--- src/rtl/core/csrc_pkg.sv ---
package csrc_pkg;

    localparam int COORD_W      = 13;
    localparam int SUM_W        = 15;
    localparam int EDGE_W       = 13;
    localparam int OUT_EDGE_W   = 12;
    localparam int COLOR_W      = 32;
    localparam int REQ_W        = 3;
    localparam int DEPTH_OUT_W  = 4;
    localparam int SCR_W_W      = 11;
    localparam int SCR_H_W      = 10;
    localparam int S_TDATA_W    = 120;
    localparam int S_TUSER_W    = 3;
    localparam int M_TDATA_W    = 120;
    localparam int M_TUSER_W    = 1;
    localparam int CFG_IDX_W    = 2;
    localparam int CFG_DATA_W   = 11;
    localparam int QUEUE_DEPTH  = 2;

    localparam int DEF_CLIP_DEPTH = 8;
    localparam int DEF_MAX_WIDTH  = 1024;
    localparam int DEF_MAX_HEIGHT = 768;

    localparam logic [SCR_W_W-1:0] SCR_W_RESET = 11'd1024;
    localparam logic [SCR_H_W-1:0] SCR_H_RESET = 10'd768;

    localparam logic [CFG_IDX_W-1:0] CFG_SCREEN_WIDTH  = 2'd0;
    localparam logic [CFG_IDX_W-1:0] CFG_SCREEN_HEIGHT = 2'd1;

    localparam logic [REQ_W-1:0] REQ_PUSH    = 3'd0;
    localparam logic [REQ_W-1:0] REQ_POP     = 3'd1;
    localparam logic [REQ_W-1:0] REQ_VISIBLE = 3'd2;
    localparam logic [REQ_W-1:0] REQ_PIXEL   = 3'd3;
    localparam logic [REQ_W-1:0] REQ_FILL    = 3'd4;
    localparam logic [REQ_W-1:0] REQ_DITHER  = 3'd5;

    typedef enum logic [2:0] {
        OP_PUSH,
        OP_POP,
        OP_VISIBLE,
        OP_PIXEL,
        OP_FILL,
        OP_DITHER,
        OP_NONE
    } op_t;

    typedef struct packed {
        op_t                       op;
        logic signed [SUM_W-1:0]   x;
        logic signed [SUM_W-1:0]   y;
        logic signed [SUM_W-1:0]   x2;
        logic signed [SUM_W-1:0]   y2;
        logic [COLOR_W-1:0]        ca;
        logic [COLOR_W-1:0]        cb;
    } cmd_t;

    typedef struct packed {
        logic full;
        logic empty;
    } q_status_t;

    typedef struct packed {
        logic [EDGE_W-1:0] l;
        logic [EDGE_W-1:0] t;
        logic [EDGE_W-1:0] r;
        logic [EDGE_W-1:0] b;
    } edge_rect_t;

    typedef struct packed {
        logic [EDGE_W-1:0] width;
        logic [EDGE_W-1:0] height;
    } screen_t;

    typedef struct packed {
        logic                    hit;
        logic [OUT_EDGE_W-1:0]   l;
        logic [OUT_EDGE_W-1:0]   t;
        logic [OUT_EDGE_W-1:0]   r;
        logic [OUT_EDGE_W-1:0]   b;
        logic [COLOR_W-1:0]      ca;
        logic [COLOR_W-1:0]      cb;
        logic                    dith;
        logic [DEPTH_OUT_W-1:0]  depth;
    } result_t;

endpackage

--- src/rtl/core/csrc_front.sv ---
module csrc_front (
    input  logic                          s_tvalid,
    output logic                          s_tready,
    input  logic [csrc_pkg::S_TDATA_W-1:0] s_tdata,
    input  logic [csrc_pkg::S_TUSER_W-1:0] s_tuser,
    input  csrc_pkg::q_status_t           q_status,
    output logic                          q_push,
    output csrc_pkg::cmd_t                q_cmd
);
    import csrc_pkg::*;

    logic signed [COORD_W-1:0] pos_x;
    logic signed [COORD_W-1:0] pos_y;
    logic signed [COORD_W-1:0] size_w;
    logic signed [COORD_W-1:0] size_h;
    op_t                       op;

    assign pos_x  = s_tdata[12:0];
    assign pos_y  = s_tdata[25:13];
    assign size_w = s_tdata[38:26];
    assign size_h = s_tdata[51:39];

    always_comb begin
        case (s_tuser)
            REQ_PUSH:    op = OP_PUSH;
            REQ_POP:     op = OP_POP;
            REQ_VISIBLE: op = OP_VISIBLE;
            REQ_PIXEL:   op = OP_PIXEL;
            REQ_FILL:    op = OP_FILL;
            REQ_DITHER:  op = OP_DITHER;
            default:     op = OP_NONE;
        endcase
    end

    always_comb begin
        q_cmd.op = op;
        q_cmd.x  = SUM_W'(pos_x);
        q_cmd.y  = SUM_W'(pos_y);
        q_cmd.x2 = SUM_W'(pos_x) + SUM_W'(size_w);
        q_cmd.y2 = SUM_W'(pos_y) + SUM_W'(size_h);
        q_cmd.ca = s_tdata[83:52];
        q_cmd.cb = s_tdata[115:84];
    end

    assign s_tready = !q_status.full;
    assign q_push   = s_tvalid;

endmodule

--- src/rtl/core/csrc_queue.sv ---
module csrc_queue (
    input  logic                aclk,
    input  logic                aresetn,
    input  logic                push,
    input  csrc_pkg::cmd_t      push_cmd,
    input  logic                pop,
    output csrc_pkg::cmd_t      head_cmd,
    output csrc_pkg::q_status_t status
);
    import csrc_pkg::*;

    localparam int PTR_W = (QUEUE_DEPTH > 1) ? $clog2(QUEUE_DEPTH) : 1;
    localparam int CNT_W = $clog2(QUEUE_DEPTH + 1);

    cmd_t             mem [QUEUE_DEPTH];
    logic [PTR_W-1:0] wr_ptr_reg, wr_ptr_next;
    logic [PTR_W-1:0] rd_ptr_reg, rd_ptr_next;
    logic [CNT_W-1:0] count_reg, count_next;
    logic             push_ok;
    logic             pop_ok;

    assign status.full  = (count_reg == CNT_W'(QUEUE_DEPTH));
    assign status.empty = (count_reg == '0);
    assign push_ok      = push && !status.full;
    assign pop_ok       = pop && !status.empty;
    assign head_cmd     = mem[rd_ptr_reg];

    always_comb begin
        wr_ptr_next = wr_ptr_reg;
        rd_ptr_next = rd_ptr_reg;
        count_next  = count_reg;
        if (push_ok) begin
            wr_ptr_next = (wr_ptr_reg == PTR_W'(QUEUE_DEPTH - 1)) ? '0 : wr_ptr_reg + 1'b1;
        end
        if (pop_ok) begin
            rd_ptr_next = (rd_ptr_reg == PTR_W'(QUEUE_DEPTH - 1)) ? '0 : rd_ptr_reg + 1'b1;
        end
        if (push_ok && !pop_ok) begin
            count_next = count_reg + 1'b1;
        end else if (pop_ok && !push_ok) begin
            count_next = count_reg - 1'b1;
        end
    end

    always_ff @(posedge aclk) begin
        if (!aresetn) begin
            wr_ptr_reg <= '0;
            rd_ptr_reg <= '0;
            count_reg  <= '0;
        end else begin
            wr_ptr_reg <= wr_ptr_next;
            rd_ptr_reg <= rd_ptr_next;
            count_reg  <= count_next;
        end
    end

    always_ff @(posedge aclk) begin
        if (push_ok) begin
            mem[wr_ptr_reg] <= push_cmd;
        end
    end

endmodule

--- src/rtl/core/csrc_back.sv ---
module csrc_back #(
    parameter int CLIP_DEPTH = csrc_pkg::DEF_CLIP_DEPTH
) (
    input  logic                aclk,
    input  logic                aresetn,
    input  csrc_pkg::screen_t   screen,
    input  csrc_pkg::q_status_t q_status,
    input  csrc_pkg::cmd_t      cmd,
    output logic                q_pop,
    output logic                m_valid,
    input  logic                m_ready,
    output csrc_pkg::result_t   m_result
);
    import csrc_pkg::*;

    localparam int CNT_W     = $clog2(CLIP_DEPTH + 1);
    localparam int MEM_DEPTH = (CLIP_DEPTH > 2) ? CLIP_DEPTH - 2 : 1;
    localparam int ADDR_W    = (MEM_DEPTH > 1) ? $clog2(MEM_DEPTH) : 1;

    edge_rect_t        mem [MEM_DEPTH];
    logic [CNT_W-1:0]  count_reg, count_next;
    edge_rect_t        top_reg, top_next;
    edge_rect_t        below_reg;
    logic              out_valid_reg, out_valid_next;
    result_t           out_reg, out_next;

    logic              take;
    logic              we;
    logic [ADDR_W-1:0] waddr;
    logic [ADDR_W-1:0] raddr;
    edge_rect_t        base;
    edge_rect_t        cur;
    edge_rect_t        n_rect;
    edge_rect_t        o_rect;
    logic              push_room;

    logic signed [SUM_W-1:0] cl, ct, cr, cb;
    logic signed [SUM_W-1:0] nl, nt, nr_raw, nb_raw, nr, nb;
    logic signed [SUM_W-1:0] px1, py1;

    assign take  = !q_status.empty && (!out_valid_reg || m_ready);
    assign q_pop = take;

    assign base = '{l: '0, t: '0, r: screen.width, b: screen.height};
    assign cur  = (count_reg <= CNT_W'(1)) ? base : top_reg;

    assign cl = {2'b00, cur.l};
    assign ct = {2'b00, cur.t};
    assign cr = {2'b00, cur.r};
    assign cb = {2'b00, cur.b};

    assign nl     = (cmd.x > cl) ? cmd.x : cl;
    assign nt     = (cmd.y > ct) ? cmd.y : ct;
    assign nr_raw = (cmd.x2 < cr) ? cmd.x2 : cr;
    assign nb_raw = (cmd.y2 < cb) ? cmd.y2 : cb;
    assign nr     = (nr_raw < nl) ? nl : nr_raw;
    assign nb     = (nb_raw < nt) ? nt : nb_raw;
    assign px1    = cmd.x + signed'(SUM_W'(1));
    assign py1    = cmd.y + signed'(SUM_W'(1));

    assign n_rect = '{l: nl[EDGE_W-1:0], t: nt[EDGE_W-1:0],
                      r: nr[EDGE_W-1:0], b: nb[EDGE_W-1:0]};
    assign push_room = (count_reg < CNT_W'(CLIP_DEPTH));
    assign raddr     = ADDR_W'(count_next - CNT_W'(3));

    always_comb begin
        count_next = count_reg;
        top_next   = top_reg;
        we         = 1'b0;
        waddr      = ADDR_W'(count_reg - CNT_W'(2));
        o_rect     = '0;
        out_next   = '0;
        if (take) begin
            case (cmd.op)
                OP_PUSH: begin
                    out_next.hit = 1'b1;
                    o_rect       = cur;
                    if (push_room) begin
                        count_next = count_reg + 1'b1;
                        top_next   = n_rect;
                        o_rect     = n_rect;
                        we         = (count_reg > CNT_W'(1));
                    end
                end
                OP_POP: begin
                    out_next.hit = 1'b1;
                    o_rect       = base;
                    if (count_reg > CNT_W'(1)) begin
                        count_next = count_reg - 1'b1;
                    end
                    if (count_reg > CNT_W'(2)) begin
                        top_next = below_reg;
                        o_rect   = below_reg;
                    end
                end
                OP_VISIBLE: begin
                    if (cmd.x < cr && cmd.x2 > cl && cmd.y < cb && cmd.y2 > ct) begin
                        out_next.hit = 1'b1;
                        o_rect       = n_rect;
                    end
                end
                OP_PIXEL: begin
                    if (cmd.x >= cl && cmd.x < cr && cmd.y >= ct && cmd.y < cb) begin
                        out_next.hit = 1'b1;
                        o_rect       = '{l: cmd.x[EDGE_W-1:0], t: cmd.y[EDGE_W-1:0],
                                         r: px1[EDGE_W-1:0], b: py1[EDGE_W-1:0]};
                        out_next.ca  = cmd.ca;
                    end
                end
                OP_FILL, OP_DITHER: begin
                    if (nl < nr_raw && nt < nb_raw) begin
                        out_next.hit = 1'b1;
                        o_rect       = n_rect;
                        out_next.ca  = cmd.ca;
                        if (cmd.op == OP_DITHER) begin
                            out_next.cb   = cmd.cb;
                            out_next.dith = 1'b1;
                        end
                    end
                end
                default: begin
                end
            endcase
        end
        out_next.l     = o_rect.l[OUT_EDGE_W-1:0];
        out_next.t     = o_rect.t[OUT_EDGE_W-1:0];
        out_next.r     = o_rect.r[OUT_EDGE_W-1:0];
        out_next.b     = o_rect.b[OUT_EDGE_W-1:0];
        out_next.depth = DEPTH_OUT_W'(count_next);
    end

    always_comb begin
        out_valid_next = out_valid_reg;
        if (take) begin
            out_valid_next = 1'b1;
        end else if (m_ready) begin
            out_valid_next = 1'b0;
        end
    end

    always_ff @(posedge aclk) begin
        if (!aresetn) begin
            count_reg     <= CNT_W'(1);
            out_valid_reg <= 1'b0;
        end else begin
            count_reg     <= count_next;
            out_valid_reg <= out_valid_next;
        end
    end

    always_ff @(posedge aclk) begin
        top_reg <= top_next;
        if (take) begin
            out_reg <= out_next;
        end
    end

    // keep the entry below the top ready, forwarding a write to the same slot
    always_ff @(posedge aclk) begin
        if (we) begin
            mem[waddr] <= top_reg;
        end
        below_reg <= (we && waddr == raddr) ? top_reg : mem[raddr];
    end

    assign m_valid  = out_valid_reg;
    assign m_result = out_reg;

endmodule

--- src/rtl/core/clip_stack_rect_clipper.sv ---
// A word accepted on s_ is stored in the queue, then in the output register, before it appears on m_.
// Throughput: one word per cycle while m_tready is high, set by the stack update in the back stage.
// A two-word queue sits between decode and execute; the output register holds a stalled result.
// Reset: depth returns to one (screen rectangle only), screen becomes 1024 x 768,
// queue and output register empty. Stored clip entries are not cleared.
module clip_stack_rect_clipper #(
    parameter int CLIP_DEPTH = csrc_pkg::DEF_CLIP_DEPTH,
    parameter int MAX_WIDTH  = csrc_pkg::DEF_MAX_WIDTH,
    parameter int MAX_HEIGHT = csrc_pkg::DEF_MAX_HEIGHT
) (
    input  logic                            aclk,
    input  logic                            aresetn,
    input  logic                            s_tvalid,
    output logic                            s_tready,
    // pos_x, pos_y, size_w, size_h, color_a, color_b, zero pad
    input  logic [csrc_pkg::S_TDATA_W-1:0]  s_tdata,
    // req_type
    input  logic [csrc_pkg::S_TUSER_W-1:0]  s_tuser,
    output logic                            m_tvalid,
    input  logic                            m_tready,
    // hit, rect_left, rect_top, rect_right, rect_bottom, out_color_a, out_color_b,
    // stack_depth, zero pad
    output logic [csrc_pkg::M_TDATA_W-1:0]  m_tdata,
    // dither_on
    output logic [csrc_pkg::M_TUSER_W-1:0]  m_tuser,
    input  logic                            cfg_valid,
    output logic                            cfg_ready,
    input  logic [csrc_pkg::CFG_IDX_W-1:0]  cfg_index,
    input  logic [csrc_pkg::CFG_DATA_W-1:0] cfg_data
);
    import csrc_pkg::*;

    logic [SCR_W_W-1:0] scr_w_reg;
    logic [SCR_H_W-1:0] scr_h_reg;
    screen_t            screen;
    q_status_t          q_status;
    logic               q_push;
    logic               q_pop;
    cmd_t               in_cmd;
    cmd_t               head_cmd;
    logic               res_valid;
    result_t            res;

    assign cfg_ready = 1'b1;

    always_ff @(posedge aclk) begin
        if (!aresetn) begin
            scr_w_reg <= SCR_W_RESET;
            scr_h_reg <= SCR_H_RESET;
        end else if (cfg_valid) begin
            if (cfg_index == CFG_SCREEN_WIDTH) begin
                scr_w_reg <= cfg_data;
            end else if (cfg_index == CFG_SCREEN_HEIGHT) begin
                scr_h_reg <= cfg_data[SCR_H_W-1:0];
            end
        end
    end

    // saturate the screen to the supported size
    assign screen.width  = (EDGE_W'(scr_w_reg) > EDGE_W'(MAX_WIDTH)) ?
                           EDGE_W'(MAX_WIDTH) : EDGE_W'(scr_w_reg);
    assign screen.height = (EDGE_W'(scr_h_reg) > EDGE_W'(MAX_HEIGHT)) ?
                           EDGE_W'(MAX_HEIGHT) : EDGE_W'(scr_h_reg);

    csrc_front u_front (
        .s_tvalid (s_tvalid),
        .s_tready (s_tready),
        .s_tdata  (s_tdata),
        .s_tuser  (s_tuser),
        .q_status (q_status),
        .q_push   (q_push),
        .q_cmd    (in_cmd)
    );

    csrc_queue u_queue (
        .aclk     (aclk),
        .aresetn  (aresetn),
        .push     (q_push),
        .push_cmd (in_cmd),
        .pop      (q_pop),
        .head_cmd (head_cmd),
        .status   (q_status)
    );

    csrc_back #(
        .CLIP_DEPTH (CLIP_DEPTH)
    ) u_back (
        .aclk     (aclk),
        .aresetn  (aresetn),
        .screen   (screen),
        .q_status (q_status),
        .cmd      (head_cmd),
        .q_pop    (q_pop),
        .m_valid  (res_valid),
        .m_ready  (m_tready),
        .m_result (res)
    );

    assign m_tvalid = res_valid;
    assign m_tdata  = {3'b000, res.depth, res.cb, res.ca, res.b, res.r, res.t, res.l, res.hit};
    assign m_tuser  = res.dith;

endmodule

--- config.mk ---
export PLATFORM = sky130hd
export DESIGN_NAME = clip_stack_rect_clipper
export DESIGN_NICKNAME = d
export VERILOG_FILES = /design/src/rtl/core/csrc_pkg.sv /design/src/rtl/core/csrc_front.sv /design/src/rtl/core/csrc_queue.sv /design/src/rtl/core/csrc_back.sv /design/src/rtl/core/clip_stack_rect_clipper.sv
export SDC_FILE = /design/constraint.sdc
export NUM_CORES = 1
export LEC_CHECK = 0
export BUFFER_PORTS_ARGS = -buffer_cell sky130_fd_sc_hd__buf_2
export CORE_MARGIN = 5
export CORE_UTILIZATION = 50
export DETAILED_ROUTE_END_ITERATION = 12
export PLACE_DENSITY = 0.67
export SLEW_MARGIN = 20
export SYNTH_ARGS = -nofsm -noshare
export SYNTH_HDL_FRONTEND = slang
export SYNTH_HIERARCHICAL = 1
export SYNTH_SLANG_ARGS = --single-unit
--- constraint.sdc ---
create_clock -name aclk -period 8.4 [get_ports aclk]
set_input_delay 2.1 -clock aclk [delete_from_list [all_inputs] [get_ports aclk]]
set_output_delay 2.1 -clock aclk [all_outputs]
set_load 0.01 [all_outputs]
==> summary.txt, run 1 <==
Clock tree
  – Post-CTS Setup Bufs: 0
  – H-tree depth: 3
  – TritonCTS clock tree: yes
  – Hold buffer count at CTS: 0
  – Root Driver: clkbuf_16
  – Clk buf depth: 3
  – Worst-path clk slew: 60 ps
  – Worst skew pair latency: 620 ps
  – Post-CTS Resized: 0
  – Inserted Clock Buffers: 79
  – CTS Sinks: 770

Synthesis
  – Mux share of post-synthesis cell area: 0.114
  – Largest family of logic cells by synthesized area: multiplexers
  – Ys flop type: edfxtp_1
  – Simple-gate share of the synthesized area: 0.0780
  – Adder-cell share of the synthesized area: 0.0564
  – Yosys cell types: 104
  – Synth Cell Area: 0.0372 sq mm
  – Post-synthesis sequential area ratio: 0.612
  – Ys async rst share: 0
  – Syn. warnings: 6
  – Synthesized instance count: 2,671
  – Compound-Gate Fraction of Synth Area: 0.0863
  – Post-synthesis register bit count: 770
  – Number of flops mapped to enable cells by yosys: 736
  – Synth Area in XOR/XNOR: 0.00918
  – Mean Syn Cell Area: 13.9 sq um

GRT
  – Vias in the first global route: 23,198
  – Grt met3 use: 0.0635
  – GRT met2 Usage: 0.364
  – Busiest grt layer: met2
  – Grt ovf: 0
  – Antenna violations before repair: 20
  – Largest net degree at the start of global routing: 88
  – GR Layer Usage met1: 0.326
  – Total GRT Usage: 0.234
  – First-pass GRT wire length: 142 mm

Job
  – Max_cap viols: 0

STA
  – Final hold violation count: 0
  – Minimum clock period: 7710 ps
  – Worst-Margin Slew: 1220 ps
  – RSZ-0062 raised after global routing: false
  – Slew margin rel.: 0.177
  – Final period util: 0.917
  – Fmax: 0.130 GHz
  – Setup TNS: 0 ps
  – Slew Viols, Final: 0
  – Final count of negative-setup-slack endpoints: 0
  – Setup ws final: 694 ps
  – WHS: 452 ps
  – Clock Skews: 24.7 ps

Finish
  – Max FFs per register: 312
  – Nets: 3,141
  – Design area: 0.0414 sq mm
  – Layout overhead on the synthesized area: 11.4%
  – Most flop-heavy register: u_back/mem
  – Share of layout cells above drive strength 1: 0.230
  – Final core occ: 0.560

Setup path
  – Crit path top cell by count: ha_1
  – Critical Path Slowest Stage Cell: ha_1
  – Data arrival time of the critical path: 8060 ps
  – Largest stage delay, worst path: 900 ps
  – WP data required: 8750 ps
  – Crit path max fanout: 28
  – Critical path capture point type: flip-flop
  – Type of origin of the critical path: flip-flop
  – Critical path type: reg -> reg

Drt
  – Total number of vias: 23,042
  – Vias/cell: 5.94
  – Routed len/inst: 24.6 microns
  – Drt drc: 0
  – Drt pass-1 iters: 6
  – Final WL: 95.2 mm
  – Antenna violation net count after detailed routing: 0
  – DR iter-0 viols: 2,352

Power
  – LEAKAGE: 15.1 nW
  – Power Density: 333 mW/mm^2
  – Worst vdd ir: 0.259 mV

Die
  – Starting density of the core: 0.502
  – Io pins: 265
  – Die width: 283 microns
  – Core Area: 0.0741 sq mm
  – Die ar.: 0.0800 sq mm
  – Die span in y: 283 microns
  – Placement Rows: 100

Run status
  – Status: finished, final reports clean

Place
  – Area after DPL: 0.0388 sq mm
  – Port bufs: 256
  – Hpwl dp: 64.2 mm
  – Place WS: 873 ps
  – Routability Congestion: 0.908

Worst hold path
  – Hold WC Path Type: reg -> reg
## layout by cell type, fill, tap and decap left out, types with 18 or more instances in the layout
cell type    n
edfxtp_1   736
buf_2      256
nand2_1    210
ha_1       161
o21ai_0    155
mux2i_1    147
a21oi_1    119
nor2_1     103
mux2_2     101
clkbuf_16   83
inv_1       67
nor2b_1     58
and2_1      52
mux4_2      52
nand3_1     36
buf_4       33
xnor2_1     31
dfxtp_1     30
mux2_4      30
a21o_1      22
o21ai_1     22
a221o_1     21
a31oi_1     20
nor3_1      18
## power by group
group | switching (mW) | leakage, nW | total [mW] | internal [mW]
Sequential | 0.357 | 7.09 | 5.35 | 4.99
Clock | 1.45 | 1.31 | 3.58 | 2.13
Combinational | 3.02 | 6.66 | 4.86 | 1.84
Total | 4.83 | 15.1 | 13.8 | 8.96
## metal layers
layer  up-vias  share of wire
met5         -         0.0015
met1     11471           0.42
met3       151          0.093
met2       973           0.46
li1      10423              -
met4        24          0.027
## cells in the mapped netlist (14+ instances only)
cell        n  area, sq um
buf_6      14          158
nor2b_1    58          363
mux2i_1   147         1470
inv_1      68          255
dfxtp_1    34          681
nor2_1    110          413
nor3_1     18         90.1
ha_1      161         2010
nand2_1   211          792
xnor2_1    31          272
buf_4     103          773
nand3_1    36          180
and3_1     18          113
mux2_2    101         1140
clkbuf_1   54          203
a31oi_1    20          125
a221oi_2   14          210
o21ai_0   156          781
and2_1     53          332
nand2b_1   15         93.8
a21oi_1   121          606
mux2_4     30          450
mux4_2     52         1170
a21o_1     22          165
o21ai_1    22          110
o211ai_1   14          105
edfxtp_1  736        22100
buf_2      29          145
a221o_1    21          210
## critical path: cells and delay by family, from the launching register on
family                   cells  cell delay, ps
AO/OA/AOI/OAI               10            1940
adder cells (fa/ha/maj)      4            1830
multiplexers                 2             820
flip-flops                   1             450
AND/OR/NAND/NOR              9            1610
buffers and inverters        4             750
## cells by family (layout without fill, tap and decap cells)
family,after synthesis,count (layout)
flip-flops,770,770
AO/OA/AOI/OAI,494,494
AND/OR/NAND/NOR,581,581
buffers and inverters,287,504
adder cells (fa/ha/maj),167,167
other,3,23
XOR/XNOR,39,39
multiplexers,330,330
## final timing paths
path | startpoint | endpoint | slack [ps] | cells past startpoint
worst max-delay path | u_back/count_reg[0] | u_back/m_result[71] | 690 | 29
worst min-delay path | scr_w_reg[2] | scr_w_reg[2] | 450 | 2
worst max register to register | u_back/count_reg[0] | u_back/m_result[71] | 690 | 29
worst min register to register | scr_w_reg[2] | scr_w_reg[2] | 450 | 2
## final cells by class
cell class | count | area, sq um
fillers | 6105 | 32600
well taps | 969 | 1210
clock buffers | 101 | 2190
flip-flops and latches | 770 | 22800
inverters | 70 | 265
clock inverters | 43 | 468
diodes | 8 | 20.0
repair buffers | 290 | 1550
multi-input cells | 1626 | 12900
## per-stage QoR
| step | total power, mW | instances |
|---|---|---|
| finish | 13.8 | 3877 |
| detailed placement | 10.2 | 3725 |
| global route | 14.5 | 3872 |
| global placement | 10.1 | 3725 |
| CTS | 13.8 | 3869 |
| floorplan | 8.67 | 2683 |
Note: power is estimated with default switching activity, not from simulation.
==> run 2, diff against run 1 <==
Settings changed: CORE_MARGIN 5 to not set.
==> summary.txt, run 2 (synthesis gave the netlist of run 1 again) <==
Run status
  – Status: finished, violations left (was finished, final reports clean)
  – Violated checks: design-rule violations

Drt
  – Antenna violation net count after detailed routing: 0 (unchanged)
  – Routed len/inst: 24.1 microns (was 24.6 microns)
  – Total number of vias: 22,931 (was 23,042)
  – Drt drc: 10 (was 0)
  – Vias/cell: 5.91 (was 5.94)
  – DR iter-0 viols: 2,085 (was 2,352)
  – Drt pass-1 iters: 10 (was 6)
  – Final WL: 93.5 mm (was 95.2 mm)

Place
  – Area after DPL: 0.0388 sq mm (about the same)
  – Routability Congestion: 0.937 (was 0.908)
  – Hpwl dp: 63.0 mm (was 64.2 mm)
  – Place WS: 1010 ps (was 873 ps)
  – DP Cell Count: 3,720 (was 3,725)
  – Port bufs: 256 (unchanged)

Clock tree
  – Clk buf depth: 3 (unchanged)
  – CTS Sinks: 770 (unchanged)
  – Worst-path clk slew: 60 ps (about the same)
  – Post-CTS Resized: 0 (unchanged)
  – H-tree depth: 3 (unchanged)
  – Hold buffer count at CTS: 0 (unchanged)
  – Post-CTS Setup Bufs: 0 (unchanged)
  – Worst skew pair latency: 640 ps (was 620 ps)
  – Root Driver: clkbuf_16 (unchanged)
  – Inserted Clock Buffers: 81 (was 79)
  – TritonCTS clock tree: yes (unchanged)

STA
  – Setup ws final: 728 ps (was 694 ps)
  – Worst-Margin Slew: 1120 ps (was 1220 ps)
  – RSZ-0062 raised after global routing: false (unchanged)
  – Final period util: 0.913 (was 0.917)
  – Slew Viols, Final: 0 (unchanged)
  – Final count of negative-setup-slack endpoints: 0 (unchanged)
  – WHS: 458 ps (was 452 ps)
  – Minimum clock period: 7670 ps (was 7710 ps)
  – Clock Skews: 27.1 ps (was 24.7 ps)
  – Final hold violation count: 0 (unchanged)
  – Slew margin rel.: 0.244 (was 0.177)
  – Setup TNS: 0 ps (unchanged)
  – Fmax: 0.130 GHz (about the same)

Finish
  – Share of layout cells above drive strength 1: 0.231 (was 0.230)
  – Max FFs per register: 312 (unchanged)
  – Commonest non-fill, non-tap cells in the layout: edfxtp_1 (736), buf_2 (256), nand2_1 (210) (unchanged)
  – Nets: 3,148 (was 3,141)
  – Design area: 0.0414 sq mm (about the same)
  – Commonest non-fill, non-tap cell in the layout: edfxtp_1 (unchanged)
  – Most flop-heavy register: u_back/mem (unchanged)
  – Layout overhead on the synthesized area: 11.2% (was 11.4%)
  – Non-Filler Instances: 3,878 (was 3,877)

Setup path
  – Type of origin of the critical path: flip-flop (unchanged)
  – Critical Path Slowest Stage Cell: ha_1 (unchanged)
  – Crit path top cell by count: ha_1 (unchanged)
  – Largest stage delay, worst path: 840 ps (was 900 ps)
  – Data arrival time of the critical path: 8020 ps (was 8060 ps)
  – Crit path max fanout: 23 (was 28)
  – Critical path type: reg -> reg (unchanged)
  – WP data required: 8740 ps (was 8750 ps)
  – Critical path capture point type: flip-flop (unchanged)

GRT
  – Vias in the first global route: 22,882 (was 23,198)
  – Antenna violations before repair: 23 (was 20)
  – Grt ovf: 0 (unchanged)
  – Total GRT Usage: 0.247 (was 0.234)
  – First-pass GRT wire length: 139 mm (was 142 mm)
  – Largest net degree at the start of global routing: 93 (was 88)

Die
  – Io pins: 265 (unchanged)
  – Core Area: 0.0733 sq mm (was 0.0741 sq mm)
  – Placement Rows: 99 (was 100)
  – Die width: 275 microns (was 283 microns)
  – Die ar.: 0.0755 sq mm (was 0.0800 sq mm)
  – Starting density of the core: 0.507 (was 0.502)
  – Die span in y: 275 microns (was 283 microns)

Power
  – Power Density: 329 mW/mm^2 (was 333 mW/mm^2)
  – LEAKAGE: 15.0 nW (was 15.1 nW)
  – Worst vdd ir: 0.270 mV (was 0.259 mV)

Worst hold path
  – Hold WC Path Type: reg -> reg (unchanged)

Job
  – Max_cap viols: 0 (unchanged)
-- run 2: changes by cell type in the layout (fill, tap and decap cells not counted), sizes merged --
cell	previous run	this run
clkinvlp	3	8
bufinv	9	4
clkinv	26	41
diode	8	7
buf	290	295
inv	75	73
clkbuf	101	95
-- run 2: final timing paths --
| path | start | endpoint | slack [ps] | depth (start not counted) |
|---|---|---|---|---|
| worst max-delay path | u_back/count_reg[0] | u_back/m_result[79] | 730 | 28 |
| worst min-delay path | scr_w_reg[4] | scr_w_reg[4] | 460 | 2 |
| worst max register to register | u_back/count_reg[0] | u_back/m_result[79] | 730 | 28 |
| worst min register to register | scr_w_reg[4] | scr_w_reg[4] | 460 | 2 |
-- run 2: stage by stage --
step	total power, mW	utilization
after CTS	13.7	0.564
final	13.6	0.564
after floorplan	8.67	-
after global routing	14.3	0.564
after detailed placement	10.2	0.529
after global placement	10.1	0.529
-- run 2: worst max-delay path, delay by kind of cell (launching register included) --
kind / cells / cell delay [ps]
AO/OA/AOI/OAI: 9 / 2010
multiplexers: 2 / 850
adder cells (fa/ha/maj): 4 / 1690
AND/OR/NAND/NOR: 10 / 1860
buffers and inverters: 3 / 530
flip-flops: 1 / 450
-- run 2: cell type report --
| type | count | area [sq um] |
|---|---|---|
| clock buffer | 95 | 2080 |
| multi-input combinational | 1626 | 12900 |
| timing repair buffer | 295 | 1590 |
| antenna | 7 | 17.5 |
| sequential | 770 | 22800 |
| inverter | 70 | 265 |
| clock inverter | 56 | 504 |
| tap | 959 | 1200 |
| fill | 5869 | 32000 |
-- run 2: per-layer routing --
layer / global-route usage / up-vias / routed length, microns
li1: - / 10430 / -
met1: 0.342 / 11398 / 40100
met2: 0.391 / 905 / 43400
met3: 0.0549 / 168 / 7730
met4: 0.0685 / 30 / 2100
met5: 0 / - / 180
-- run 2: power by group --
group          switching [mW]  internal, mW
clock                    1.51          1.93
combinational            3.03          1.85
sequential              0.321          4.98
